===== config.mk =====
export PLATFORM = sky130hd
export DESIGN_NAME = humidity_temp_pulse_frame_decoder_top
export DESIGN_NICKNAME = d
export VERILOG_FILES = /design/src/hfd_pkg.sv /design/src/humidity_temp_pulse_frame_decoder_top.sv /design/src/hfd_csr.sv /design/src/hfd_frame.sv /design/src/hfd_out_reg.sv
export SDC_FILE = /design/constraint.sdc
export NUM_CORES = 1
export LEC_CHECK = 0
export BUFFER_PORTS_ARGS = -buffer_cell sky130_fd_sc_hd__buf_2
export CORE_MARGIN = 4
export CORE_UTILIZATION = 36
export CTS_CLUSTER_SIZE = 8
export DETAILED_ROUTE_END_ITERATION = 8
export GPL_ROUTABILITY_DRIVEN = 0
export SLEW_MARGIN = 20
export SYNTH_ARGS = -nofsm -noshare
export SYNTH_HDL_FRONTEND = slang
export SYNTH_SLANG_ARGS = --single-unit

===== constraint.sdc =====
create_clock -name clock -period 11.8 [get_ports clock]
set_input_delay 1.77 -clock clock [delete_from_list [all_inputs] [get_ports clock]]
set_output_delay 1.77 -clock clock [all_outputs]
set_load 0.005 [all_outputs]

===== src/hfd_pkg.sv =====
// Shared types and constants for the pulse frame decoder.
// No dependencies; imported by every module of the block.
package hfd_pkg;

   localparam int WIDTH_W     = 15;
   localparam int COUNT_W     = 6;
   localparam int FRAME_W     = 40;
   localparam int READING_W   = 16;
   localparam int CSR_ADDR_W  = 2;
   localparam int REQ_DATA_W  = 32;
   localparam int RSP_DATA_W  = 32;
   localparam int RSP_USER_W  = 2;

   localparam logic [COUNT_W-1:0] FRAME_SYMBOLS    = 6'd43;
   localparam logic [COUNT_W-1:0] FIRST_BIT_SYMBOL = 6'd2;
   localparam logic [COUNT_W-1:0] LAST_BIT_SYMBOL  = 6'd41;
   localparam logic [COUNT_W-1:0] COUNT_MAX        = 6'd63;

   localparam logic [WIDTH_W-1:0] SEP_MIN_RESET = 15'd44;
   localparam logic [WIDTH_W-1:0] SEP_MAX_RESET = 15'd56;
   localparam logic [WIDTH_W-1:0] ONE_MIN_RESET = 15'd65;
   localparam logic [WIDTH_W-1:0] ONE_MAX_RESET = 15'd75;

   typedef enum logic [CSR_ADDR_W-1:0] {
      CSR_SEP_MIN = 2'd0,
      CSR_SEP_MAX = 2'd1,
      CSR_ONE_MIN = 2'd2,
      CSR_ONE_MAX = 2'd3
   } csr_index_type;

   typedef enum logic [RSP_USER_W-1:0] {
      STATUS_OK       = 2'd0,
      STATUS_CHECKSUM = 2'd1,
      STATUS_LENGTH   = 2'd2
   } status_type;

   typedef struct packed {
      logic [WIDTH_W-1:0] sep_min;
      logic [WIDTH_W-1:0] sep_max;
      logic [WIDTH_W-1:0] one_min;
      logic [WIDTH_W-1:0] one_max;
   } window_type;

   typedef struct packed {
      logic               first_level;
      logic [WIDTH_W-1:0] first_width;
      logic               second_level;
      logic [WIDTH_W-1:0] second_width;
      logic               frame_end;
   } symbol_type;

   typedef struct packed {
      status_type           status;
      logic [READING_W-1:0] humidity_tenths;
      logic [READING_W-1:0] temperature_tenths;
   } result_type;

endpackage


===== src/humidity_temp_pulse_frame_decoder_top.sv =====
// Top level of the humidity/temperature pulse frame decoder.
// Depends on hfd_pkg, hfd_csr, hfd_frame and hfd_out_reg.
//
// Use:
//  - req channel: one captured pulse symbol per transfer; req_tlast marks
//    the last symbol of a frame. Symbols 2 to 41 of a frame each add one
//    bit, MSB first, to a 40-bit frame.
//  - rsp channel: exactly one transfer per frame, on the req_tlast symbol.
//    rsp_tuser carries the status (ok, checksum error, wrong length),
//    rsp_tdata humidity and signed temperature in tenths. A wrong-length
//    frame repeats the last stored readings.
//  - csr port: window registers, which the user writes only while the block is idle (not enforced).
// Timing:
//  - one symbol per cycle sustained, except while a frame-end symbol waits;
//    a symbol sits in the input register, then the compare, shift and
//    decode feed the result register, from which the result shows on rsp.
//  - when rsp stalls, the result holds; non-final symbols keep flowing and
//    only a frame-end symbol waits in the input register for room.
// Reset: windows return to 44/56/65/75 ticks, symbol count, frame bits
// and stored readings clear; no clearing pass, ready in the next cycle.
module humidity_temp_pulse_frame_decoder_top (
   input  logic                            clock,
   input  logic                            reset,
   // symbol input
   input  logic                            req_tvalid,
   output logic                            req_tready,
   // [0] first_level, [15:1] first_width, [16] second_level,
   // [31:17] second_width
   input  logic [hfd_pkg::REQ_DATA_W-1:0]  req_tdata,
   input  logic                            req_tlast,
   // decoded frame
   output logic                            rsp_tvalid,
   input  logic                            rsp_tready,
   // [15:0] humidity_tenths, [31:16] temperature_tenths
   output logic [hfd_pkg::RSP_DATA_W-1:0]  rsp_tdata,
   // [1:0] status
   output logic [hfd_pkg::RSP_USER_W-1:0]  rsp_tuser,
   // window registers
   input  logic                            csr_we,
   input  logic [hfd_pkg::CSR_ADDR_W-1:0]  csr_addr,
   input  logic [hfd_pkg::WIDTH_W-1:0]     csr_wdata
);
   import hfd_pkg::*;

   window_type windows;
   symbol_type sym;
   result_type res;
   result_type rsp;
   logic       res_valid;
   logic       res_ready;

   // unpack the transfer, lowest field in the lowest bits
   assign sym.first_level  = req_tdata[0];
   assign sym.first_width  = req_tdata[15:1];
   assign sym.second_level = req_tdata[16];
   assign sym.second_width = req_tdata[31:17];
   assign sym.frame_end    = req_tlast;

   hfd_csr u_csr (
      .clock     (clock),
      .reset     (reset),
      .csr_we    (csr_we),
      .csr_addr  (csr_addr),
      .csr_wdata (csr_wdata),
      .windows   (windows)
   );

   hfd_frame u_frame (
      .clock     (clock),
      .reset     (reset),
      .windows   (windows),
      .sym_valid (req_tvalid),
      .sym_ready (req_tready),
      .sym       (sym),
      .res_valid (res_valid),
      .res_ready (res_ready),
      .res       (res)
   );

   hfd_out_reg u_out (
      .clock      (clock),
      .reset      (reset),
      .res_valid  (res_valid),
      .res_ready  (res_ready),
      .res        (res),
      .rsp_tvalid (rsp_tvalid),
      .rsp_tready (rsp_tready),
      .rsp        (rsp)
   );

   assign rsp_tdata = {rsp.temperature_tenths, rsp.humidity_tenths};
   assign rsp_tuser = rsp.status;

endmodule


===== src/hfd_csr.sv =====
// Window registers for the pulse frame decoder, written over the csr port.
// Depends on hfd_pkg.
module hfd_csr (
   input  logic                           clock,
   input  logic                           reset,
   input  logic                           csr_we,
   input  logic [hfd_pkg::CSR_ADDR_W-1:0] csr_addr,
   input  logic [hfd_pkg::WIDTH_W-1:0]    csr_wdata,
   output hfd_pkg::window_type            windows
);
   import hfd_pkg::*;

   window_type win_ff, win_in;

   always_comb begin
      win_in = win_ff;
      if (csr_we) begin
         unique case (csr_addr)
            CSR_SEP_MIN: win_in.sep_min = csr_wdata;
            CSR_SEP_MAX: win_in.sep_max = csr_wdata;
            CSR_ONE_MIN: win_in.one_min = csr_wdata;
            CSR_ONE_MAX: win_in.one_max = csr_wdata;
            default:     win_in = win_ff;
         endcase
      end
   end

   always_ff @(posedge clock) begin
      if (reset) begin
         win_ff.sep_min <= SEP_MIN_RESET;
         win_ff.sep_max <= SEP_MAX_RESET;
         win_ff.one_min <= ONE_MIN_RESET;
         win_ff.one_max <= ONE_MAX_RESET;
      end else begin
         win_ff <= win_in;
      end
   end

   assign windows = win_ff;

endmodule


===== src/hfd_frame.sv =====
// Symbol input register, bit collection, frame state and reading decode.
// Depends on hfd_pkg.
module hfd_frame (
   input  logic                clock,
   input  logic                reset,
   input  hfd_pkg::window_type windows,
   input  logic                sym_valid,
   output logic                sym_ready,
   input  hfd_pkg::symbol_type sym,
   output logic                res_valid,
   input  logic                res_ready,
   output hfd_pkg::result_type res
);
   import hfd_pkg::*;

   logic                 hold_valid_ff, hold_valid_in;
   symbol_type           hold_ff;
   logic [COUNT_W-1:0]   count_ff, count_in;
   logic [FRAME_W-1:0]   bits_ff, bits_in;
   logic [READING_W-1:0] hum_ff, hum_in;
   logic [READING_W-1:0] temp_ff, temp_in;

   logic                 advance;
   logic                 in_bit_span;
   logic                 sep_ok;
   logic                 one_ok;
   logic [FRAME_W-1:0]   bits_next;
   logic [COUNT_W-1:0]   total;
   logic [7:0]           b0, b1, b2, b3, b4;
   logic [7:0]           sum;
   logic [READING_W-1:0] mag;
   logic [READING_W-1:0] temp_dec;
   logic                 full_frame;

   // an end symbol needs room in the result register, others always move on
   assign advance   = hold_valid_ff && (!hold_ff.frame_end || res_ready);
   assign sym_ready = !hold_valid_ff || advance;

   assign in_bit_span = (count_ff >= FIRST_BIT_SYMBOL) && (count_ff <= LAST_BIT_SYMBOL);
   assign sep_ok = !hold_ff.first_level
                   && (hold_ff.first_width >= windows.sep_min)
                   && (hold_ff.first_width <= windows.sep_max);
   assign one_ok = hold_ff.second_level
                   && (hold_ff.second_width >= windows.one_min)
                   && (hold_ff.second_width <= windows.one_max);
   assign bits_next = in_bit_span ? {bits_ff[FRAME_W-2:0], sep_ok && one_ok} : bits_ff;
   assign total = (count_ff == COUNT_MAX) ? COUNT_MAX : count_ff + 6'd1;
   assign full_frame = (total == FRAME_SYMBOLS);

   assign b0 = bits_next[39:32];
   assign b1 = bits_next[31:24];
   assign b2 = bits_next[23:16];
   assign b3 = bits_next[15:8];
   assign b4 = bits_next[7:0];
   assign sum = b0 + b1 + b2 + b3;
   assign mag = {1'b0, b2[6:0], b3};
   // negative zero folds to zero through the two's complement
   assign temp_dec = b2[7] ? (16'd0 - mag) : mag;

   always_comb begin
      hold_valid_in = hold_valid_ff;
      count_in      = count_ff;
      bits_in       = bits_ff;
      hum_in        = hum_ff;
      temp_in       = temp_ff;
      if (advance) begin
         hold_valid_in = 1'b0;
         if (hold_ff.frame_end) begin
            count_in = '0;
            bits_in  = '0;
            if (full_frame) begin
               hum_in  = {b0, b1};
               temp_in = temp_dec;
            end
         end else begin
            count_in = total;
            bits_in  = bits_next;
         end
      end
      if (sym_valid && sym_ready) begin
         hold_valid_in = 1'b1;
      end
   end

   always_ff @(posedge clock) begin
      if (reset) begin
         hold_valid_ff <= 1'b0;
         count_ff      <= '0;
         bits_ff       <= '0;
         hum_ff        <= '0;
         temp_ff       <= '0;
      end else begin
         hold_valid_ff <= hold_valid_in;
         count_ff      <= count_in;
         bits_ff       <= bits_in;
         hum_ff        <= hum_in;
         temp_ff       <= temp_in;
      end
   end

   always_ff @(posedge clock) begin
      if (sym_valid && sym_ready) begin
         hold_ff <= sym;
      end
   end

   always_comb begin
      res_valid = hold_valid_ff && hold_ff.frame_end;
      if (!full_frame) begin
         res.status             = STATUS_LENGTH;
         res.humidity_tenths    = hum_ff;
         res.temperature_tenths = temp_ff;
      end else begin
         res.status             = (b4 == sum) ? STATUS_OK : STATUS_CHECKSUM;
         res.humidity_tenths    = {b0, b1};
         res.temperature_tenths = temp_dec;
      end
   end

   a_frame_clears: assert property (@(posedge clock) disable iff (reset)
      advance && hold_ff.frame_end |=> (count_ff == '0) && (bits_ff == '0))
      else $error("frame state not cleared after frame end");

   a_count_steps: assert property (@(posedge clock) disable iff (reset)
      advance && !hold_ff.frame_end && (count_ff != COUNT_MAX)
      |=> count_ff == 6'($past(count_ff) + 6'd1))
      else $error("symbol count did not step");

   a_decode_length: assert property (@(posedge clock) disable iff (reset)
      res_valid && (res.status != STATUS_LENGTH) |-> count_ff == (FRAME_SYMBOLS - 6'd1))
      else $error("decoded reading from a frame of wrong length");

   a_readings_kept: assert property (@(posedge clock) disable iff (reset)
      advance && !(hold_ff.frame_end && full_frame) |=> $stable(hum_ff) && $stable(temp_ff))
      else $error("stored readings changed without a full frame");

endmodule


===== src/hfd_out_reg.sv =====
// Result register for the pulse frame decoder, driving the rsp channel.
// Depends on hfd_pkg.
module hfd_out_reg (
   input  logic                clock,
   input  logic                reset,
   input  logic                res_valid,
   output logic                res_ready,
   input  hfd_pkg::result_type res,
   output logic                rsp_tvalid,
   input  logic                rsp_tready,
   output hfd_pkg::result_type rsp
);
   import hfd_pkg::*;

   logic       valid_ff, valid_in;
   result_type data_ff;

   assign res_ready = !valid_ff || rsp_tready;

   always_comb begin
      valid_in = valid_ff;
      if (res_ready) begin
         valid_in = res_valid;
      end
   end

   always_ff @(posedge clock) begin
      if (reset) begin
         valid_ff <= 1'b0;
      end else begin
         valid_ff <= valid_in;
      end
   end

   always_ff @(posedge clock) begin
      if (res_ready && res_valid) begin
         data_ff <= res;
      end
   end

   assign rsp_tvalid = valid_ff;
   assign rsp        = data_ff;

endmodule

=== After elaboration in Yosys (flattened, before gate mapping) ===
Cells that the tools add are included.

* Multiplexer cells: 9
* Divide/modulo/power cells: 0
* $lt $le $gt $ge: 6
* Equal/unequal tests: 6
* Add/subtract/negate cells: 5
* Shifts and indexed selects: 0
* Multipliers: 0
* Bitwise logic cells: 0
* Reductions and logical operators: 24

{| class="wikitable"
|+ Operator list
! operator !! number
|-
| 40-bit 2-to-1 mux || 2
|-
| 32-bit 2-to-1 mux || 1
|-
| 15-bit greater-or-equal comparator || 2
|-
| 15-bit <= comparator || 2
|-
| 8-bit adder || 3
|-
| 16-bit 2-to-1 mux || 1
|-
| 1-bit by 15-bit subtractor with 16-bit output, first input constant || 1
|-
| 6-bit equality test, second input constant || 2
|-
| 6-bit 2-to-1 mux || 2
|-
| 1-bit logical AND || 10
|-
| 8-bit equality test || 1
|-
| 2-bit AND reduction || 4
|-
| 6-bit by 1-bit adder with 6-bit output, second input constant || 1
|-
| 6-bit by 2-bit greater-or-equal comparator with 1-bit output, second input constant || 1
|-
| 6-bit <= comparator, second input constant || 1
|-
| 2-bit equality test, second input constant || 2
|-
| 1-bit zero test || 4
|-
| 1-bit logical OR || 3
|-
| 1-bit 2-to-1 mux || 3
|-
| 3-bit AND reduction || 1
|-
| 2-bit by 1-bit equality test with 1-bit output, second input constant || 1
|-
| 2-bit zero test || 1
|-
| 2-bit nonzero test || 1
|}

* Memories: 0
* Memory bits (writable): 0
* Bits in read-only memories: 0
* Bits of input ports: 55
* Bits in latches: 0
* Register bits: 207

=== Longest topological paths before layout ===
Gate-level depths: netlist of the first run.

* Word-level depth: 10
* Depth in mapped cells: 24

=== Cells and area by module ===
From an unflattened synthesis of the first run, not the netlist that was laid out.

* Cell total of the unflattened synthesis: 1160
* Area total of the unflattened synthesis: 11234.5 um^2

{| class="wikitable"
|+ Modules (own cells, without submodules)
! module !! sequential area each (um^2) !! area an instance (um^2) !! instances !! cells each
|-
| hfd_frame || 2572.5 || 7761.2 || 1 || 897
|-
| hfd_csr || 1201.2 || 2397.3 || 1 || 224
|-
| hfd_out_reg || 1041.0 || 1076.0 || 1 || 39
|}

=== Worst setup path after synthesis of the first run ===
No wires, ideal clock.

* Kind: reg-to-reg
* Start: reg u_frame.count_ff[1]
* End: reg u_out.data_ff (netlist bit u_out.rsp[32]) (data pin)
* Required time: 11.519 ns
* Arrival: 4.684 ns
* Stages on the path, launching flop included: 24
* Buffers on the path: 2
* Path slack: 6.835 ns
* Cells stage by stage: dfxtp_1 inv_1 ha_1 nor2_1 o31ai_4 nand2_2 buf_2 buf_2 mux2i_1 inv_1 ha_1 a311oi_1 fa_1 inv_1 ha_1 inv_1 fa_1 nand2b_1 a211oi_1 nor4_1 a2111oi_0 xnor3_1 nor2_1 a41oi_1

* Longest elaborated chain between the ends: 8

{| class="wikitable"
|+ Ends and longest elaborated chain
! what !! RTL line !! source
|-
| from (decl) || hfd_frame.sv:18 || <nowiki>logic [COUNT_W-1:0] count_ff, count_in;</nowiki>
|-
| from (signal assigned) || hfd_frame.sv:94 || <nowiki>count_ff <= count_in;</nowiki>
|-
| 6-bit by 2-bit greater-or-equal comparator with 1-bit output / 6-bit <= comparator (equally long branches) || hfd_frame.sv:39 || <nowiki>assign in_bit_span = (count_ff >= FIRST_BIT_SYMBOL) && (count_ff <= LAST_BIT_SYMBOL);</nowiki>
|-
| 1-bit logical AND * || hfd_frame.sv:39 ||
|-
| 40-bit 2-to-1 mux * || hfd_frame.sv:46 || <nowiki>assign bits_next = in_bit_span ? {bits_ff[FRAME_W-2:0], sep_ok && one_ok} : bits_ff;</nowiki>
|-
| via u_frame.bits_next[24] || hfd_frame.sv:27 || <nowiki>logic [FRAME_W-1:0] bits_next;</nowiki>
|-
| 8-bit adder * (3 in series) || hfd_frame.sv:55 || <nowiki>assign sum = b0 + b1 + b2 + b3;</nowiki>
|-
| 8-bit equality test * || hfd_frame.sv:114 || <nowiki>res.status = (b4 == sum) ? STATUS_OK : STATUS_CHECKSUM;</nowiki>
|-
| 1-bit 2-to-1 mux * || hfd_frame.sv:114 ||
|-
| to (signal assigned) || hfd_out_reg.sv:37 || <nowiki>data_ff <= res;</nowiki>
|-
| to (decl) || hfd_out_reg.sv:16 || <nowiki>result_type data_ff;</nowiki>
|}

The timed path passes the listed nets; every way through them passes the cells marked *.
A chain may end at the register's enable or synchronous reset.

=== Final worst setup path of the first run ===
Same ends and word-level chain as after synthesis.

==> summary.txt, run 1 <==
Die
  – Die height: 183 microns
  – Core area: 0.0299 sq mm
  – Die ar.: 0.0334 sq mm
  – Initial Util: 0.368
  – Num rows: 63
  – Die X-Extent: 183 microns
  – Top Ports: 91

Route
  – WL per Instance: 16.0 microns
  – DR vias/cell: 5.19
  – Post-route DRC: 0
  – TritonRoute pass-1 iters: 5
  – Via count: 8,670
  – WL final: 26,800 microns
  – Initial DRC Count: 528
  – ANT nets after route: 0

Clock network
  – Num CTS Buffers: 30
  – Post-CTS setup buffer count: 0
  – Worst-path clk slew: 0.05 ns
  – H-tree level count: 1
  – TritonCTS Sinks: 207
  – Hold buffer count at CTS: 0
  – Post-CTS sizing: 0
  – Clk Latency, worst-skew pair: 0.55 ns
  – Root Driver: clkbuf_16
  – Clock Path Buffers: 3
  – CTS tree: yes

Power
  – Maximum VDD drop: 0.124 mV
  – Leak: 4.85 nW
  – P per Cell Area: 130 mW/mm^2

Yosys
  – Synth Flop Type: dfxtp_1
  – Syn_nets: 1,349
  – Cells after synthesis: 1,209
  – Ys async rst share: 0
  – Post-synthesis mux area share: 0.0269
  – Post-Synthesis Cell Area: 0.0110 sq mm
  – Mapped Avg Cell Area: 9.10 sq um
  – Synth warn: 0
  – Synth Area in Adders: 0.104
  – Post-synthesis compound-gate area fraction: 0.179
  – Post-synthesis simple-gate area fraction: 0.161
  – Register bit total from synthesis: 207
  – Largest family of logic cells by synthesized area: compound AO/OA/AOI/OAI gates
  – Share of the yosys chip area belonging to registers: 0.437
  – Distinct cells, synth: 76
  – XOR/XNOR Fraction of Synth Area: 0.0276
  – Post-synth EDFFs: 67

STA
  – Worst Max-Slew Pin Slew: 1.05 ns
  – Hold Vio Cnt, Final: 0
  – Fin crit share: 0.478
  – Final min period: 5.65 ns
  – Relative slew slack: 0.296
  – RSZ-0062 raised after global routing: false
  – Max Freq: 177 MHz
  – Max-slew violations: 0
  – Final setup violation count: 0
  – Post-Route Setup TNS: 0 ns
  – Final Skew: 0.00980 ns

Critical path
  – CP max FO: 50
  – CP Class: reg2reg
  – R2R Setup Slk: 6.15 ns
  – Critical path's largest stage delay: 0.53 ns
  – Worst path most repeated cell: inv_1
  – Setup crit end kind: register
  – Critical path cell sequence: inv_1 > ha_1 > nor2_1 > o31ai_4 > nand2_2 > buf_4 > mux2i_1 > inv_1 > ha_1 > a311oi_1 > fa_1 > inv_1 > ha_1 > inv_1 > fa_1 > nand2b_1 > a211oi_1 > nor4_1 > a2111oi_0 > xnor3_1 > nor2_1 > a41oi_1
  – CP max stage cell: buf_4
  – CP Data Required Time: 12.06 ns
  – Worst EP arrival: 5.91 ns
  – Crit start category: register

Global routing
  – Largest net degree at the start of global routing: 112
  – First-pass GRT wire length: 43,400 microns
  – GRT Total Usage: 0.157
  – Initial antenna violation count: 3
  – Met2 Track Usage GR: 0.261
  – M1 GR Usage: 0.208
  – Vias in the first global route: 8,324
  – Overflow after GRT: 0
  – Gr busiest metal: met2
  – Met3 usage in global routing: 0.0317

Run status
  – Status: completed

Final layout
  – Most frequent cells in the layout: nand2_1 (162), dfxtp_1 (140), nor2_1 (114)
  – Final core utilization: 0.420
  – Area delta synth->final: 14.0%
  – Fin nets: 1,402
  – Share of cells above drive strength 1: 0.118
  – Most common cell after layout, fill and taps aside: nand2_1

Placement
  – Dpl hpwl: 19,000 microns
  – Buffers added on ports: 90

Flow run
  – MaxCap Viol Count: 0

Worst hold path
  – Hold Crit Class: reg2reg
layer usage:
layer,share of wire,vias up
met3,0.060,52
met5,0.00048,-
met2,0.47,223
met1,0.44,4026
met4,0.029,2
li1,-,4367
kinds of logic (layout without fill, tap and decap cells):
family | after synthesis | after routing
flip-flops | 207 | 207
AND/OR/NAND/NOR | 389 | 389
other | 0 | 2
AO/OA/AOI/OAI | 301 | 301
multiplexers | 29 | 29
adder cells (fa/ha/maj) | 85 | 85
XOR/XNOR | 30 | 30
buffers and inverters | 168 | 239
area by class of cell:
type                            count  area, sq um
Clock buffer                       48          818
Antenna cell                        2         5.00
Timing Repair Buffer               96          502
Sequential cell                   207         4810
Clock inverter                      2         25.0
Inverter                           93          349
Tap cell                          390          488
Fill cell                        2967        17300
Multi-Input combinational cell    834         5550
sequential cells by signal, indices dropped and copies added (netlist names):
register,cells
u_frame.hum_ff,16
u_frame.count_ff,6
u_frame.bits_ff,40
u_frame.temp_ff,16
u_frame.hold_ff,33
u_frame.hold_valid_ff,1
u_out.rsp_tvalid,1
u_csr.windows,60
u_out.rsp,34
worst paths after layout:
path / cells after the start / end / startpoint
worst max-delay path: 22 / u_out.rsp[32] / u_frame.count_ff[1]
worst min-delay path: 2 / u_frame.temp_ff[3] / u_frame.temp_ff[3]
worst max register to register: 22 / u_out.rsp[32] / u_frame.count_ff[1]
worst min register to register: 2 / u_frame.temp_ff[3] / u_frame.temp_ff[3]
report_power, final:
group | total [mW] | leakage (nW) | switching (mW) | internal [mW]
logic | 0.103 | 2.68 | 0.0632 | 0.0395
registers | 0.764 | 1.77 | 0.00953 | 0.754
clock network | 0.771 | 0.402 | 0.305 | 0.466
total | 1.64 | 4.85 | 0.378 | 1.26
critical path, delay by kind of cell, from the launching register on:
family          cells  cell delay [ns]
simple gates        5             0.70
flops               1             0.44
compound gates      5             1.26
mux                 1             0.35
xor+xnor            1             0.30
fa+ha+maj           5             1.42
buf+inv             5             0.84
cell usage after synthesis, types with 3 or more instances:
library cell    n  area, sq um
a2111oi_0       3         26.3
a211o_1        14          123
a211oi_1       25          188
a21o_1         10         75.1
a21oi_1        96          480
a221oi_1        3         26.3
a22oi_1        29          218
a311o_1         3         30.0
a31oi_1         9         56.3
and2_1          4         25.0
and3_1          7         43.8
buf_2          10         50.1
buf_4           3         22.5
buf_6           6         67.6
clkbuf_1       54          203
dfxtp_1       140         2800
edfxtp_1       67         2010
fa_1           11          220
ha_1           74          926
inv_1          93          349
mux2_2          5         56.3
mux2i_1        24          240
nand2_1       163          612
nand2b_1        6         37.5
nand3_1        14         70.1
nand3b_1       15          113
nand4_1        13         81.3
nor2_1        116          435
nor2b_1         4         25.0
nor3_1         17         85.1
nor3b_1         3         22.5
nor4_1          8         50.1
o2111ai_1       5         43.8
o211ai_1        7         52.6
o21a_1          4         30.0
o21ai_0        48          240
o21ai_1         8         40.0
o21bai_1        3         22.5
o31a_1          4         35.0
o31ai_1         6         45.0
or3_1           6         37.5
xnor2_1        21          184
xnor3_1         3         67.6
xor2_1          6         52.6
per-stage QoR:
stage	worst slack (ns)	std cells	power, mW	hold slack, ns	instance area [sq um]
detailed placement	6.21	1620	0.881	0.445	11700
floorplan	6.83	1209	0.842	0.432	11000
global placement	6.40	1620	0.878	0.439	11700
CTS	6.17	1670	1.66	0.454	12500
global route	5.70	1671	1.70	0.471	12500
finish	6.15	1672	1.64	0.451	12500
Note: power is estimated with default switching activity, not from simulation.
==> inputs of run 2 (changes only) <==
clock period = 4.61 ns   (was 11.8 ns; I/O delays follow)
==> summary.txt, run 2 (synthesis gave the netlist of run 1 again) <==
Final layout
  – Most frequent cells in the layout: nand2_1 (162), dfxtp_1 (138), nor2_1 (108)
  – Share of cells above drive strength 1: 0.183
  – Fin nets: 1,465
  – Most common cell after layout, fill and taps aside: nand2_1
  – Final Instance Count excl. Fillers: 1,736
  – Max reg flops: 60
  – Area delta synth->final: 20.7%
  – FILL cells: 2,845

STA
  – RSZ-0062 raised after global routing: true
  – Post-Route Setup TNS: 0 ns
  – Post-route setup slack: 0.0978 ns
  – Relative slew slack: 0.308
  – Max Freq: 222 MHz
  – Final min period: 4.51 ns
  – Fin crit share: 0.979
  – Final Skew: 0.0179 ns
  – Hold Vio Cnt, Final: 0
  – Final setup violation count: 0
  – Worst Max-Slew Pin Slew: 1.03 ns
  – Worst Hold Slack: 0.325 ns
  – Max-slew violations: 0

Critical path
  – Critical path's largest stage delay: 0.52 ns
  – Worst EP arrival: 4.78 ns
  – CP Class: reg2reg
  – CP max FO: 17
  – CP max stage cell: fa_1
  – Setup crit end kind: register
  – Critical path cell sequence: inv_4 > ha_4 > nor2_4 > o31ai_4 > nand2_4 > buf_12 > buf_4 > buf_6 > mux2i_4 > fa_1 > inv_1 > fa_1 > ha_1 > inv_1 > a211oi_4 > nor4_2 > a2111oi_2 > xnor3_1 > nor2_1 > a41oi_1
  – Crit start category: register
  – CP Data Required Time: 4.87 ns

Clock network
  – Root Driver: clkbuf_16
  – TritonCTS Sinks: 207
  – Clock Path Buffers: 3
  – Clk Latency, worst-skew pair: 0.55 ns
  – Num CTS Buffers: 30
  – Hold buffer count at CTS: 0
  – CTS tree: yes
  – Worst-path clk slew: 0.06 ns
  – H-tree level count: 1

Power
  – Leak: 5.18 nW
  – Pwr Total: 4.28 mW
  – Maximum VDD drop: 0.269 mV
  – P per Cell Area: 322 mW/mm^2

Die
  – Core area: 0.0299 sq mm
  – Top Ports: 91
  – Die ar.: 0.0334 sq mm
  – Initial Util: 0.368
  – Die height: 183 microns
  – Die X-Extent: 183 microns
  – Num rows: 63

Flow run
  – MaxCap Viol Count: 0

Route
  – WL final: 28,000 microns
  – Via count: 8,987
  – ANT nets after route: 0
  – TritonRoute pass-1 iters: 4
  – Post-route DRC: 0
  – WL per Instance: 16.1 microns
  – Initial DRC Count: 476
  – DR vias/cell: 5.18

Placement
  – Dpl hpwl: 20,000 microns
  – Buffers added on ports: 90
  – Placed cells: 1,667
  – Dpl ws: -0.110 ns

Global routing
  – First-pass GRT wire length: 45,200 microns
  – Vias in the first global route: 8,792
  – Largest net degree at the start of global routing: 84
  – Initial antenna violation count: 3
  – Overflow after GRT: 0
  – GRT Total Usage: 0.163

Run status
  – Status: completed

Worst hold path
  – Hold Crit Class: in2reg
run 2: changes by cell type in the layout (fill, tap and decap cells not counted), sizes merged:
cell | before | now
buf | 96 | 159
clkbuf | 48 | 51
clkinv | 2 | 0
run 2: power by group:
group          switching [mW]  internal [mW]  leakage (nW)
Sequential             0.0249           1.93          1.77
Combinational           0.165          0.109          2.98
Clock                   0.779           1.27         0.423
run 2: repair_timing:
action | 4_1_cts | 5_1_grt
setup endpoints to repair | 1 | 1
setup buffers | 6 | 9
pin swaps | 7 | 19
resized for setup | 9 | 29
hold endpoints to repair | 0 | 0
run 2: final timing paths:
path                            start                   to  slack (ns)  depth (start not counted)
setup / recovery  u_frame.count_ff[0]        u_out.rsp[32]         0.1                         20
hold / removal          req_tdata[30]  u_frame.hold_ff[14]        0.33                          1
setup reg to reg  u_frame.count_ff[0]        u_out.rsp[32]         0.1                         20
hold reg to reg     u_csr.windows[13]    u_csr.windows[13]        0.45                          2
run 2: per-stage QoR:
| stage | instance area [sq um] | util |
|---|---|---|
| 2_1_floorplan | 11100 | - |
| 3_3_place_gp | 12100 | 0.405 |
| 3_5_place_dp | 12100 | 0.405 |
| 4_1_cts | 13000 | 0.437 |
| 5_1_grt | 13300 | 0.445 |
| 6_report | 13300 | 0.445 |
run 2: area by class of cell:
cell class,instances,area [sq um],share of cell area
multi-input cells,834,5730,0.431
inverters,93,352,0.0265
well taps,390,488,0.0367
diodes,2,5.00,0.000377
repair buffers,159,1020,0.0765
flip-flops and latches,207,4820,0.363
clock buffers,51,882,0.0664
run 2: worst max-delay path: cells and delay by family, from the launching register on:
family | cells | cell delay [ns]
muxes | 1 | 0.20
and+or+nand+nor | 4 | 0.38
xor gates and xnor gates | 1 | 0.27
buffers and inverters | 6 | 0.68
adders and majority gates | 4 | 1.44
DFF | 1 | 0.37
AOI/OAI and AO/OA | 4 | 0.89
run 2: layer usage:
metal | wire (microns) | GRT usage | up-vias
li1 | - | - | 4490
met1 | 12000 | 0.204 | 4212
met2 | 13400 | 0.279 | 216
met3 | 1520 | 0.0317 | 67
met4 | 1090 | 0.0602 | 2
met5 | 7 | 0 | -
==> inputs of run 3 (changes only) <==
BUFFER_PORTS_ARGS = unset   (was -buffer_cell sky130_fd_sc_hd__buf_2)
DONT_BUFFER_PORTS = 1   (was unset)
SKIP_LAST_GASP = 1   (was unset)
==> summary.txt, run 3 (synthesis gave the netlist of run 1 again) <==
Run status
  – Status: completed

Route
  – DR vias/cell: 5.30
  – Post-route DRC: 0
  – Initial DRC Count: 507
  – ANT nets after route: 0
  – WL per Instance: 17.0 microns
  – TritonRoute pass-1 iters: 5
  – Via count: 8,690
  – WL final: 27,900 microns

Die
  – Die X-Extent: 183 microns
  – Top Ports: 91
  – Initial Util: 0.368
  – Core area: 0.0299 sq mm
  – Die ar.: 0.0334 sq mm
  – Num rows: 63
  – Die height: 183 microns

Global routing
  – GRT Total Usage: 0.160
  – Initial antenna violation count: 3
  – Largest net degree at the start of global routing: 150
  – Vias in the first global route: 8,200
  – Overflow after GRT: 0
  – First-pass GRT wire length: 43,900 microns

Clock network
  – H-tree level count: 1
  – TritonCTS Sinks: 207
  – Clock Path Buffers: 3
  – Worst-path clk slew: 0.06 ns
  – CTS tree: yes
  – Root Driver: clkbuf_16
  – Num CTS Buffers: 30
  – Clk Latency, worst-skew pair: 0.54 ns
  – Hold buffer count at CTS: 0

Critical path
  – CP max stage cell: fa_1
  – Crit start category: register
  – Setup crit end kind: register
  – Critical path's largest stage delay: 0.43 ns
  – CP Data Required Time: 4.86 ns
  – CP Class: reg2reg
  – Worst EP arrival: 4.71 ns
  – Critical path cell sequence: inv_6 > ha_4 > nor2_4 > o31a_1 > nor2_8 > mux2i_1 > ha_1 > inv_1 > fa_1 > inv_1 > ha_2 > inv_2 > fa_2 > nand2b_4 > a211oi_4 > nor4_4 > a2111oi_4 > xnor3_1 > nor2_1 > a41oi_2
  – Worst path most repeated cell: inv_1
  – CP max FO: 8

Final layout
  – Share of cells above drive strength 1: 0.123
  – Most common cell after layout, fill and taps aside: nand2_1
  – Fin nets: 1,372
  – Fin area: 0.0129 sq mm
  – Area delta synth->final: 16.8%
  – Final core utilization: 0.430
  – Most frequent cells in the layout: nand2_1 (163), dfxtp_1 (138), nor2_1 (109)
  – FILL cells: 2,906
  – Max reg flops: 60
  – ANT cells: 0
  – Final Instance Count excl. Fillers: 1,639

STA
  – Max-slew violations: 0
  – Final min period: 4.46 ns
  – Final setup violation count: 0
  – Fin crit share: 0.967
  – Worst Hold Slack: 0.234 ns
  – Hold Vio Cnt, Final: 0
  – Relative slew slack: 0.367
  – Max Freq: 224 MHz
  – Worst Max-Slew Pin Slew: 0.946 ns
  – Final Skew: 0.0127 ns

Placement
  – Dpl hpwl: 19,500 microns
  – Buffers added on ports: 0
  – Placed cells: 1,574
  – Post-placement cell area: 0.0116 sq mm

Worst hold path
  – Hold Crit Class: in2reg

Power
  – P per Cell Area: 326 mW/mm^2
  – Leak: 4.83 nW
  – Maximum VDD drop: 0.253 mV

Flow run
  – MaxCap Viol Count: 0
==> run 3: layer usage <==
layer  vias to the layer above  global-route usage  part of all wire
met5                         -                   0            0.0012
met4                         6              0.0498             0.034
met3                        65              0.0367             0.052
met2                       210               0.267              0.48
met1                      4107               0.206              0.44
li1                       4302                   -                 -
==> run 3: stage by stage <==
step	setup WS, ns	setup TNS (ns)	total power [mW]
6_report	0.150	0	4.19
5_1_grt	-0.0387	-0.0387	4.37
4_1_cts	0.0141	0	4.24
3_5_place_dp	-0.129	-0.129	2.20
3_3_place_gp	0.00880	0	2.19
2_1_floorplan	-0.0615	-0.0615	2.16
==> run 3: worst paths after layout <==
path,from,end,slack (ns),cells past startpoint
hold / removal,reset,u_frame.bits_ff[13],0.23,1
setup reg to reg,u_frame.count_ff[0],u_out.rsp[32],0.15,20
setup / recovery,u_frame.count_ff[0],u_out.rsp[32],0.15,20
hold reg to reg,u_frame.temp_ff[7],u_frame.temp_ff[7],0.45,2
==> run 3: timing repair <==
item | CTS | global route
gates resized for setup | 6 | 40
buffers inserted | 0 | 15
pin swaps | 3 | 19
endpoints found under the setup margin | 1 | 1
cloned | 0 | 1
==> run 3: worst max-delay path, delay by kind of cell (launching register included) <==
family | cells | cell delay, ns
fa+ha+maj | 5 | 1.40
simple gates | 5 | 0.64
buf+inv | 4 | 0.29
mux | 1 | 0.23
xor+xnor | 1 | 0.25
flops | 1 | 0.38
compound gates | 4 | 1.00
==> run 3: report_power, final <==
group	total, mW	switching (mW)	internal [mW]
Sequential	1.96	0.0273	1.93
Combinational	0.212	0.124	0.0877
Clock	2.02	0.771	1.25
Total	4.19	0.922	3.27
==> run 3: area by class of cell <==
type                    instances  area [sq um]  area share
multi-input cells             834          5770       0.449
flip-flops and latches        207          4820       0.375
clock buffers                  48           860      0.0669
repair buffers                 66           554      0.0431
well taps                     390           488      0.0380
inverters                      93           357      0.0277
clock inverters                 1          5.00    0.000389
